$ cat src/hdl/svd_pkg.sv
// ----------------------------------------------------------------------------
// svd_pkg
// Shared types and constants for the sparse vector distance block.
// ----------------------------------------------------------------------------
`default_nettype none

package svd_pkg;

	localparam int KEY_W   = 20;
	localparam int WT_W    = 16;
	localparam int ENTRY_W = KEY_W + WT_W;
	localparam int ACC_W   = 48;
	localparam int ROOT_W  = ACC_W / 2;

	// distance mode codes
	localparam logic [1:0] MODE_DOT = 2'd0;
	localparam logic [1:0] MODE_L1  = 2'd1;
	localparam logic [1:0] MODE_L2  = 2'd2;

	// register map
	localparam logic REG_MODE = 1'b0;

	typedef enum logic [2:0] {
		ST_IDLE,
		ST_RD,
		ST_EX,
		ST_AC,
		ST_SQ,
		ST_OUT
	} walk_state_t;

	// one result beat
	typedef struct packed {
		logic              overflow;
		logic [ACC_W-1:0]  distance;
	} res_t;

endpackage

`default_nettype wire

$ cat src/hdl/svd_isqrt.sv
// ----------------------------------------------------------------------------
// svd_isqrt
// Iterative integer square root, one result bit per cycle.
// ----------------------------------------------------------------------------
`default_nettype none

module svd_isqrt (
	input  wire logic                        clk,
	input  wire logic                        arst_n,
	input  wire logic                        start,
	input  wire logic [svd_pkg::ACC_W-1:0]   value,
	output logic                             done,
	output logic      [svd_pkg::ROOT_W-1:0]  root
);

	localparam int RW = svd_pkg::ROOT_W + 2;
	localparam int CNT_W = $clog2(svd_pkg::ROOT_W);

	logic                        busy_q;
	logic                        done_q;
	logic [CNT_W-1:0]            cnt_q;
	logic [svd_pkg::ACC_W-1:0]   v_q;
	logic [RW-1:0]               rem_q;
	logic [svd_pkg::ROOT_W-1:0]  root_q;

	logic [RW:0]                 rem_sh;
	logic [RW:0]                 trial;
	logic                        fits;

	// one digit step
	always_comb begin
		rem_sh = {rem_q[RW-2:0], v_q[svd_pkg::ACC_W-1 -: 2]};
		trial  = {1'b0, root_q, 2'b01};
		fits   = rem_sh >= trial;
	end

	// control
	always_ff @(posedge clk or negedge arst_n) begin
		if (!arst_n) begin
			busy_q <= 1'b0;
			done_q <= 1'b0;
			cnt_q  <= '0;
		end else begin
			done_q <= 1'b0;
			if (start) begin
				busy_q <= 1'b1;
				cnt_q  <= CNT_W'(svd_pkg::ROOT_W - 1);
			end else if (busy_q) begin
				cnt_q <= cnt_q - 1'b1;
				if (cnt_q == '0) begin
					busy_q <= 1'b0;
					done_q <= 1'b1;
				end
			end
		end
	end

	// datapath
	always_ff @(posedge clk) begin
		if (start) begin
			v_q    <= value;
			rem_q  <= '0;
			root_q <= '0;
		end else if (busy_q) begin
			v_q <= {v_q[svd_pkg::ACC_W-3:0], 2'b00};
			if (fits) begin
				rem_q  <= RW'(rem_sh - trial);
				root_q <= {root_q[svd_pkg::ROOT_W-2:0], 1'b1};
			end else begin
				rem_q  <= rem_sh[RW-1:0];
				root_q <= {root_q[svd_pkg::ROOT_W-2:0], 1'b0};
			end
		end
	end

	assign done = done_q;
	assign root = root_q;

endmodule

`default_nettype wire

$ cat src/hdl/svd_walk.sv
// ----------------------------------------------------------------------------
// svd_walk
// Merge walk over both stores with saturating accumulation and result beat.
// ----------------------------------------------------------------------------
`default_nettype none

module svd_walk #(
	parameter int CW = 9,
	parameter int AW = 8
) (
	input  wire logic                         clk,
	input  wire logic                         arst_n,
	input  wire logic                         start,
	input  wire logic [CW-1:0]                n1,
	input  wire logic [CW-1:0]                n2,
	input  wire logic [1:0]                   mode,
	input  wire logic                         ovf_in,
	output logic      [AW-1:0]                raddr_a,
	output logic      [AW-1:0]                raddr_b,
	input  wire logic [svd_pkg::ENTRY_W-1:0]  rdata_a,
	input  wire logic [svd_pkg::ENTRY_W-1:0]  rdata_b,
	output logic                              idle,
	output logic                              res_valid,
	output svd_pkg::res_t                     res,
	input  wire logic                         res_ready
);

	localparam int KW = svd_pkg::KEY_W;
	localparam int WW = svd_pkg::WT_W;
	localparam int AccW = svd_pkg::ACC_W;

	svd_pkg::walk_state_t state_q, state_d;

	logic [CW-1:0]           i_q, j_q, n1_q, n2_q;
	logic [1:0]              mode_q;
	logic                    ovf_q, sat_q;
	logic signed [AccW-1:0]  acc_q;
	logic signed [AccW-1:0]  term_s1;
	logic                    res_valid_q;
	svd_pkg::res_t           res_q;

	logic                    a_ok, b_ok, both, take_a;
	logic [KW-1:0]           ka, kb;
	logic signed [WW-1:0]    wa, wb;
	logic signed [WW:0]      d, mx, my;
	logic signed [2*WW+1:0]  prod;
	logic [WW+1:0]           d_abs;
	logic signed [AccW-1:0]  term_d;
	logic signed [AccW:0]    sum;
	logic                    sq_start, sq_done;
	logic [svd_pkg::ROOT_W-1:0] sq_root;

	// term from the current pair of entries
	always_comb begin
		ka     = rdata_a[KW-1:0];
		kb     = rdata_b[KW-1:0];
		wa     = rdata_a[svd_pkg::ENTRY_W-1:KW];
		wb     = rdata_b[svd_pkg::ENTRY_W-1:KW];
		a_ok   = i_q < n1_q;
		b_ok   = j_q < n2_q;
		both   = a_ok && b_ok && (ka == kb);
		take_a = a_ok && (!b_ok || (ka < kb));
		if (both) begin
			d = (WW+1)'(wa) - (WW+1)'(wb);
		end else if (take_a) begin
			d = (WW+1)'(wa);
		end else begin
			d = (WW+1)'(wb);
		end
		if (mode_q == svd_pkg::MODE_DOT) begin
			mx = (WW+1)'(wa);
			my = (WW+1)'(wb);
		end else begin
			mx = d;
			my = d;
		end
		prod  = mx * my;
		d_abs = d[WW] ? (WW+2)'(-{d[WW], d}) : (WW+2)'({d[WW], d});
		case (mode_q)
			svd_pkg::MODE_DOT: term_d = both ? AccW'(prod) : '0;
			svd_pkg::MODE_L1:  term_d = AccW'(d_abs);
			default:           term_d = AccW'(prod);
		endcase
		sum = {acc_q[AccW-1], acc_q} + {term_s1[AccW-1], term_s1};
	end

	// next state
	always_comb begin
		state_d  = state_q;
		sq_start = 1'b0;
		case (state_q)
			svd_pkg::ST_IDLE: begin
				if (start) state_d = svd_pkg::ST_RD;
			end
			svd_pkg::ST_RD: begin
				if ((i_q < n1_q) || (j_q < n2_q)) begin
					state_d = svd_pkg::ST_EX;
				end else if (mode_q[1]) begin
					state_d  = svd_pkg::ST_SQ;
					sq_start = 1'b1;
				end else begin
					state_d = svd_pkg::ST_OUT;
				end
			end
			svd_pkg::ST_EX: state_d = svd_pkg::ST_AC;
			svd_pkg::ST_AC: state_d = svd_pkg::ST_RD;
			svd_pkg::ST_SQ: begin
				if (sq_done) state_d = svd_pkg::ST_OUT;
			end
			svd_pkg::ST_OUT: begin
				if (!res_valid_q || res_ready) state_d = svd_pkg::ST_IDLE;
			end
			default: state_d = svd_pkg::ST_IDLE;
		endcase
	end

	// state and control registers
	always_ff @(posedge clk or negedge arst_n) begin
		if (!arst_n) begin
			state_q     <= svd_pkg::ST_IDLE;
			res_valid_q <= 1'b0;
		end else begin
			state_q <= state_d;
			if (state_q == svd_pkg::ST_OUT && state_d == svd_pkg::ST_IDLE) begin
				res_valid_q <= 1'b1;
			end else if (res_ready) begin
				res_valid_q <= 1'b0;
			end
		end
	end

	// walk datapath
	always_ff @(posedge clk) begin
		case (state_q)
			svd_pkg::ST_IDLE: begin
				if (start) begin
					i_q    <= '0;
					j_q    <= '0;
					n1_q   <= n1;
					n2_q   <= n2;
					mode_q <= mode;
					ovf_q  <= ovf_in;
					acc_q  <= '0;
					sat_q  <= 1'b0;
				end
			end
			svd_pkg::ST_EX: begin
				term_s1 <= term_d;
				if (both || take_a) i_q <= i_q + 1'b1;
				if (both || !take_a) j_q <= j_q + 1'b1;
			end
			svd_pkg::ST_AC: begin
				if (sum[AccW] != sum[AccW-1]) begin
					acc_q <= sum[AccW] ? {1'b1, {(AccW-1){1'b0}}} : {1'b0, {(AccW-1){1'b1}}};
					sat_q <= 1'b1;
				end else begin
					acc_q <= sum[AccW-1:0];
				end
			end
			svd_pkg::ST_OUT: begin
				if (!res_valid_q || res_ready) begin
					res_q.overflow <= ovf_q | sat_q;
					res_q.distance <= mode_q[1] ? AccW'(sq_root) : acc_q;
				end
			end
			default: ;
		endcase
	end

	svd_isqrt u_isqrt (
		.clk    (clk),
		.arst_n (arst_n),
		.start  (sq_start),
		.value  (acc_q),
		.done   (sq_done),
		.root   (sq_root)
	);

	assign raddr_a   = i_q[AW-1:0];
	assign raddr_b   = j_q[AW-1:0];
	assign idle      = state_q == svd_pkg::ST_IDLE;
	assign res_valid = res_valid_q;
	assign res       = res_q;

endmodule

`default_nettype wire

$ cat config.mk
export PLATFORM = sky130hd
export DESIGN_NAME = svd_walk
export DESIGN_NICKNAME = d
export VERILOG_FILES = /design/src/hdl/svd_pkg.sv /design/src/hdl/svd_isqrt.sv /design/src/hdl/svd_walk.sv
export SDC_FILE = /design/constraint.sdc
export NUM_CORES = 1
export LEC_CHECK = 0
export BUFFER_PORTS_ARGS = -buffer_cell sky130_fd_sc_hd__buf_4
export CELL_PAD_IN_SITES_DETAIL_PLACEMENT = 0
export CELL_PAD_IN_SITES_GLOBAL_PLACEMENT = 1
export CORE_AREA = 2 2 237 239
export DETAILED_ROUTE_END_ITERATION = 8
export DIE_AREA = 0 0 239 241
export GPL_ROUTABILITY_DRIVEN = 0
export PLACE_DENSITY_LB_ADDON = 0.1
export SYNTH_ARGS = -nofsm -noshare
export SYNTH_HDL_FRONTEND = slang
export SYNTH_SLANG_ARGS = --single-unit
$ cat constraint.sdc
create_clock -name clk -period 12.5 [get_ports clk]
set_input_delay 0.625 -clock clk [delete_from_list [all_inputs] [get_ports clk]]
set_output_delay 0.625 -clock clk [all_outputs]
set_load 0.05 [all_outputs]
## Yosys cells after proc, flatten, opt, wreduce, memory -nomap -nowiden

Index checks and enable logic that the tools add are counted.

| operators by class | value |
|---|---|
| bitwise gates (word level) | 1 |
| reductions and logical operators | 26 |
| multipliers | 1 |
| add/subtract/negate cells | 7 |
| equal/unequal tests | 12 |
| $lt $le $gt $ge | 4 |
| muxes and demuxes | 43 |

Operator list:

| kind | count |
|---|---|
| 48-bit 2-to-1 mux | 6 |
| 48-bit case mux with 2 select lines | 2 |
| 17-bit 2-to-1 mux | 4 |
| 48-bit by 48-bit adder with 49-bit output | 1 |
| 9-bit case mux with 2 select lines | 2 |
| 17-bit by 17-bit multiplier with 34-bit output | 1 |
| 27-bit by 26-bit greater-or-equal comparator with 1-bit output | 1 |
| 9-bit 2-to-1 mux | 3 |
| 25-bit 2-to-1 mux | 1 |
| 25-bit subtractor | 1 |
| 24-bit 2-to-1 mux | 1 |
| 20-bit equality test | 1 |
| 20-bit < comparator | 1 |
| 9-bit by 1-bit adder with 9-bit output (second input constant) | 2 |
| 9-bit < comparator | 2 |
| 18-bit 2-to-1 mux | 1 |
| 18-bit negation | 1 |
| 3-bit case mux with 6 select lines | 1 |
| 16-bit by 16-bit subtractor with 17-bit output | 1 |
| 1-bit 2-to-1 mux | 15 |
| 3-bit 2-to-1 mux | 4 |
| 5-bit 2-to-1 mux | 2 |
| 3-bit AND reduction | 3 |
| 2-bit inequality test (second input constant) | 4 |
| 16 further kinds | 33 |

| word-level totals | value |
|---|---|
| bits of input ports | 97 |
| register bits after elaboration | 293 |

## Longest topological paths before layout

| logic depth | value |
|---|---|
| depth in word-level cells | 10 |
| depth in mapped cells | 41 |
| mapped depth without buffers | 39 |

## By module

A second synthesis with hierarchy kept.

| second synthesis, totals | value |
|---|---|
| cell total of the unflattened synthesis | 3066 |
| area, all modules | 28781.4 µm² |

By module, submodules not included:

| module | instances | area an instance (µm²) | cells an instance | seq. area each (µm²) |
|---|---|---|---|---|
| svd_walk | 1 | 23025.8 | 2498 | 5235.0 |
| svd_isqrt | 1 | 5755.5 | 568 | 2597.5 |

## Worst setup path after synthesis

OpenSTA, ideal clock, no wires.

| timing path | value |
|---|---|
| path type | input port to flip-flop |
| start point | input port rdata_a[20] (netlist name) |
| end point | register term_s1[32], data pin |
| required time | 12.231 ns |
| path buffers | 2 |
| data arrival time | 8.729 ns |
| cell stages on the path | 36 |
| slack | 3.502 ns |
| library setup time | 0.269 ns |
| cell sequence | inv_1 -> ha_1 -> inv_1 -> fa_1 -> a211oi_1 -> o21ai_1 -> a2111oi_2 -> o41a_2 -> nor2b_1 -> nor4b_1 -> o21ai_1 -> nand2_2 -> nor2_2 -> or2_2 -> buf_2 -> nor2_1 -> fa_1 -> fa_1 -> fa_1 -> fa_1 -> fa_1 -> inv_1 -> fa_1 -> inv_1 -> ha_1 -> clkbuf_1 -> a21o_1 -> a21oi_1 -> nand2_1 -> a21oi_1 -> nor2b_1 -> o31ai_1 -> a21oi_1 -> o21ai_0 -> nand3_1 -> nor3b_1 |

| on the way | value |
|---|---|
| cells in the longest elaborated chain, start to end | 6 |

Ends and longest elaborated chain:

| item | RTL line | RTL |
|---|---|---|
| start: declaration | svd_walk.sv:20 | `input wire logic [svd_pkg::ENTRY_W-1:0] rdata_a,` |
| 16-bit by 16-bit subtractor with 17-bit output or 17-bit 2-to-1 mux (tied branches) | svd_walk.sv:64, svd_walk.sv:65 |  |
| 17-bit 2-to-1 mux | svd_walk.sv:63 | `if (both) begin` |
| 17-bit 2-to-1 mux | svd_walk.sv:70 | `if (mode_q == svd_pkg::MODE_DOT) begin` |
| 17-bit by 17-bit multiplier with 34-bit output * | svd_walk.sv:77 | `prod = mx * my;` |
| 48-bit 2-to-1 mux | svd_walk.sv:80 | `svd_pkg::MODE_DOT: term_d = both ? AccW'(prod) : '0;` |
| 48-bit case mux with 2 select lines * | svd_walk.sv:79 | `case (mode_q)` |
| via term_d[32] | svd_walk.sv:48 | `logic signed [AccW-1:0] term_d;` |
| end signal: assignment | svd_walk.sv:148 | `term_s1 <= term_d;` |
| end: declaration | svd_walk.sv:38 | `logic signed [AccW-1:0] term_s1;` |

The timed path passes the listed nets; every way through them passes the cells marked *.
A chain may end at the register's enable or synchronous reset.

## Worst setup path after layout

| timing path | value |
|---|---|
| start point | register j_q[1] |
| end point | register term_s1[32], data pin |

| on the way | value |
|---|---|
| cells in the longest elaborated chain, start to end | 10 |

Ends and longest elaborated chain:

| item | RTL line | RTL |
|---|---|---|
| start: declaration | svd_walk.sv:34 | `logic [CW-1:0] i_q, j_q, n1_q, n2_q;` |
| start signal: assignment | svd_walk.sv:150 | `if (both \|\| !take_a) j_q <= j_q + 1'b1;` |
| 9-bit < comparator * | svd_walk.sv:60 | `b_ok = j_q < n2_q;` |
| 1-bit logical NOT | svd_walk.sv:62 | `take_a = a_ok && (!b_ok \|\| (ka < kb));` |
| 1-bit logical OR | svd_walk.sv:62 |  |
| 1-bit logical AND | svd_walk.sv:62 |  |
| 17-bit 2-to-1 mux | svd_walk.sv:65 | `end else if (take_a) begin` |
| 17-bit 2-to-1 mux | svd_walk.sv:63 |  |
| 17-bit 2-to-1 mux | svd_walk.sv:70 |  |
| 17-bit by 17-bit multiplier with 34-bit output | svd_walk.sv:77 |  |
| 48-bit 2-to-1 mux | svd_walk.sv:80 |  |
| 48-bit case mux with 2 select lines * | svd_walk.sv:79 |  |
| via term_d[32] | svd_walk.sv:48 |  |

Marked as above.

==> impl_metrics.json <==
{
  "min_period_ps": 10220,
  "setup_violations": 0,
  "drv_slew": 0,
  "drive_gt1_share_pct": 11.30,
  "timing.rr.end": "term_s1[32]",
  "setup_tns_ps": 0,
  "yosys.area.top_type": "edfxtp_1",
  "initial_core_util_pct": 52.48,
  "grt_use_total_pct": 26.06,
  "synth.top_cells.by_area": "edfxtp_1, fa_1, ha_1",
  "antenna_found_initial": 0,
  "yosysWarnings": 0,
  "worstPathRequired_ps": 12800,
  "critical_path_class": "reg -> reg",
  "die-area_mm2": 0.05760,
  "cp_slowest_stage_delay_ps": 920,
  "syn_to_final_growth_pct": 9.697,
  "avgSynthCellArea_um2": 9.272,
  "num_rows": 86,
  "hold_depth": 1,
  "vias": 22190,
  "crit_path_max_fanout": 17,
  "synth_edf_count": 219,
  "numPortBuffers": 163,
  "route.detailed.drc": 0,
  "r2r_cells": 30,
  "ctsHtreeMaxLevel": 1,
  "power_density_mw_per_mm2": 264.0,
  "ys.flop_type": "edfxtp_1",
  "n_fill_cell": 4904,
  "rsz0062_at_grt": "false",
  "grt-busiest-layer": "met2",
  "synth_cells": 3106,
  "worstPathArrival_ps": 10520,
  "dp_hpwl_um": 57890,
  "post_dp_cell_area_mm2": 0.03058,
  "outcome": "complete, no violations",
  "cts_tree": "done",
  "r2r-start": "j_q[1]",
  "vias_per_cell": 5.627,
  "max_clock_freq_mhz": 97.83,
  "fin_worst_skew_ps": 21.05,
  "path_clk_slew_ps": 70,
  "yosysMostFrequentCell": "inv_1",
  "cp-start-kind": "register",
  "clk_latency_ps": 570,
  "boundaryPins": 164,
  "post_drt_wl_per_cell_um": 18.68,
  "min_path_type": "in -> reg",
  "synth_common_cells": "inv_1, nand2_1, nor2_1",
  "grt_overflow": 0,
  "finalHoldViolCount": 0,
  "dr.pass1.iters": 7,
  "coreArea_mm2": 0.05488,
  "use_met1_pct": 35.69,
  "ff2ff_setup_slack_ps": 2280,
  "grt_pass1_wl_um": 119700,
  "cts_hold_buf": 1,
  "vdd_ir_drop_max_uv": 538.9,
  "p_leak_nw": 14.20,
  "postCtsResizedCells": 0,
  "maxCapViolCount": 0,
  "cts_sinks": 279,
  "nets": 3828,
  "grt_pass1_vias": 22430,
  "maxSlewHeadroom_pct": 21.40,
  "clockRootBuffer": "clkbuf_16",
  "drt_iter0_markers": 1423,
  "synth_cell_type_count": 97,
  "use_met3_pct": 2.802,
  "cpMaxStageDelayCell": "fa_1",
  "ys_ff_latch": 279,
  "antenna_cells": 0,
  "finalCritPeriodShare_pct": 81.78,
  "min_to": "ovf_q",
  "seq_area_frac_synth_pct": 27.20,
  "die_w_um": 239,
  "grt_max_degree": 88,
  "syn_nets": 3717,
  "synth_top_cell_area_share_pct": 22.83,
  "synth_area_mm2": 0.02880,
  "cp-end-kind": "register",
  "worst_slew_pin_slew_ps": 1171,
  "design_area_mm2": 0.03159,
  "cp_common_cell": "fa_1",
  "cts_buffer_depth": 3,
  "cts_buffers": 31,
  "die_y_um": 241,
  "ant_nets": 0,
  "hp-start": "ovf_in",
  "async_flop_share_pct": 3.943,
  "grt_use_met2_pct": 44.40,
  "cts_setup_buffers": 0,
  "wl_um": 73690
}
==> per-stage QoR <==
stage | utilization [%] | hold WS, ps | setup slack, ps | cells | total power (W)
floorplan | - | 329.4 | 3502 | 3106 | 0.006020
global placement | 55.72 | 468.6 | 2402 | 3887 | 0.007308
detailed placement | 55.72 | 473.0 | 2159 | 3887 | 0.007434
global route | 57.57 | 205.2 | 1744 | 3944 | 0.009228
CTS | 57.57 | 209.1 | 2401 | 3944 | 0.008380
finish | 57.57 | 232.5 | 2278 | 3944 | 0.008341
==> worst max-delay path, delay by kind of cell, from the launching register on <==
family	cells	cell delay, ps
AOI/OAI and AO/OA	10	2960
adders and majority gates	8	4290
buffers and inverters	4	440
DFF	1	460
and+or+nand+nor	8	1780
==> layer usage <==
metal / vias to the layer above / share of wire (%)
li1: 10560 / -
met1: 10890 / 44
met2: 648 / 47
met3: 91 / 5.8
met4: 0 / 2.4
met5: - / 0
==> where the power goes <==
part / leakage (nW) / switching (W) / total (W) / internal [W]
Sequential: 2.24 / 0.0000000000000000000111 / 0.00117 / 0.00117
Combinational: 11.5 / 0.00359 / 0.00626 / 0.00267
Clock: 0.487 / 0.000370 / 0.000914 / 0.000544
==> registers in the layout (all words and copies together) (netlist names), 3 cells and up <==
signal         cells
n2_q               9
j_q                9
i_q                9
n1_q               9
state_q            3
acc_q             48
res               49
u_isqrt.rem_q     25
u_isqrt.root      24
u_isqrt.v_q       48
u_isqrt.cnt_q      5
term_s1           34
==> cells by family (layout without fill, tap and decap cells) <==
logic type | after synthesis | in the layout | synth area share, %
AO/OA/AOI/OAI | 576 | 576 | 13.30
XOR/XNOR | 131 | 131 | 3.984
adder cells (fa/ha/maj) | 514 | 514 | 30.10
buffers and inverters | 590 | 724 | 8.341
flip-flops | 279 | 279 | 27.20
multiplexers | 52 | 52 | 1.907
AND/OR/NAND/NOR | 964 | 964 | 15.18
==> layout make-up <==
cell class	count	area [um2]	area share, %
flip-flops and latches	279	7834	24.80
multi-input cells	2237	18600	58.88
repair buffers	202	1519	4.808
clock inverters	8	127.6	0.4040
clock buffers	48	879.6	2.784
inverters	466	1749	5.537
well taps	704	880.8	2.788
==> cells in the final DEF, fill, tap and decap left out, types with 38 or more instances in the layout <==
cell type  count
a21o_1        74
ha_1         216
nor2_1       327
xor2_1        52
fa_1         298
a21oi_1      151
nand2_1      345
dfxtp_1       49
o21ai_0       99
edfxtp_1     219
buf_4        201
nor2b_1       43
xnor2_1       79
inv_1        466
a211oi_1      38
==> how the worst max path moves through the flow <==
stage,cells after the start,endpoint,from
floorplan,36,term_s1[32],rdata_a[20]
global placement,31,term_s1[32],rdata_a[13]
detailed placement,31,term_s1[32],rdata_a[13]
CTS,30,term_s1[32],j_q[1]
global route,30,term_s1[32],j_q[1]
finish,30,term_s1[32],j_q[1]
No activity file was read; power rests on OpenSTA's default activity.
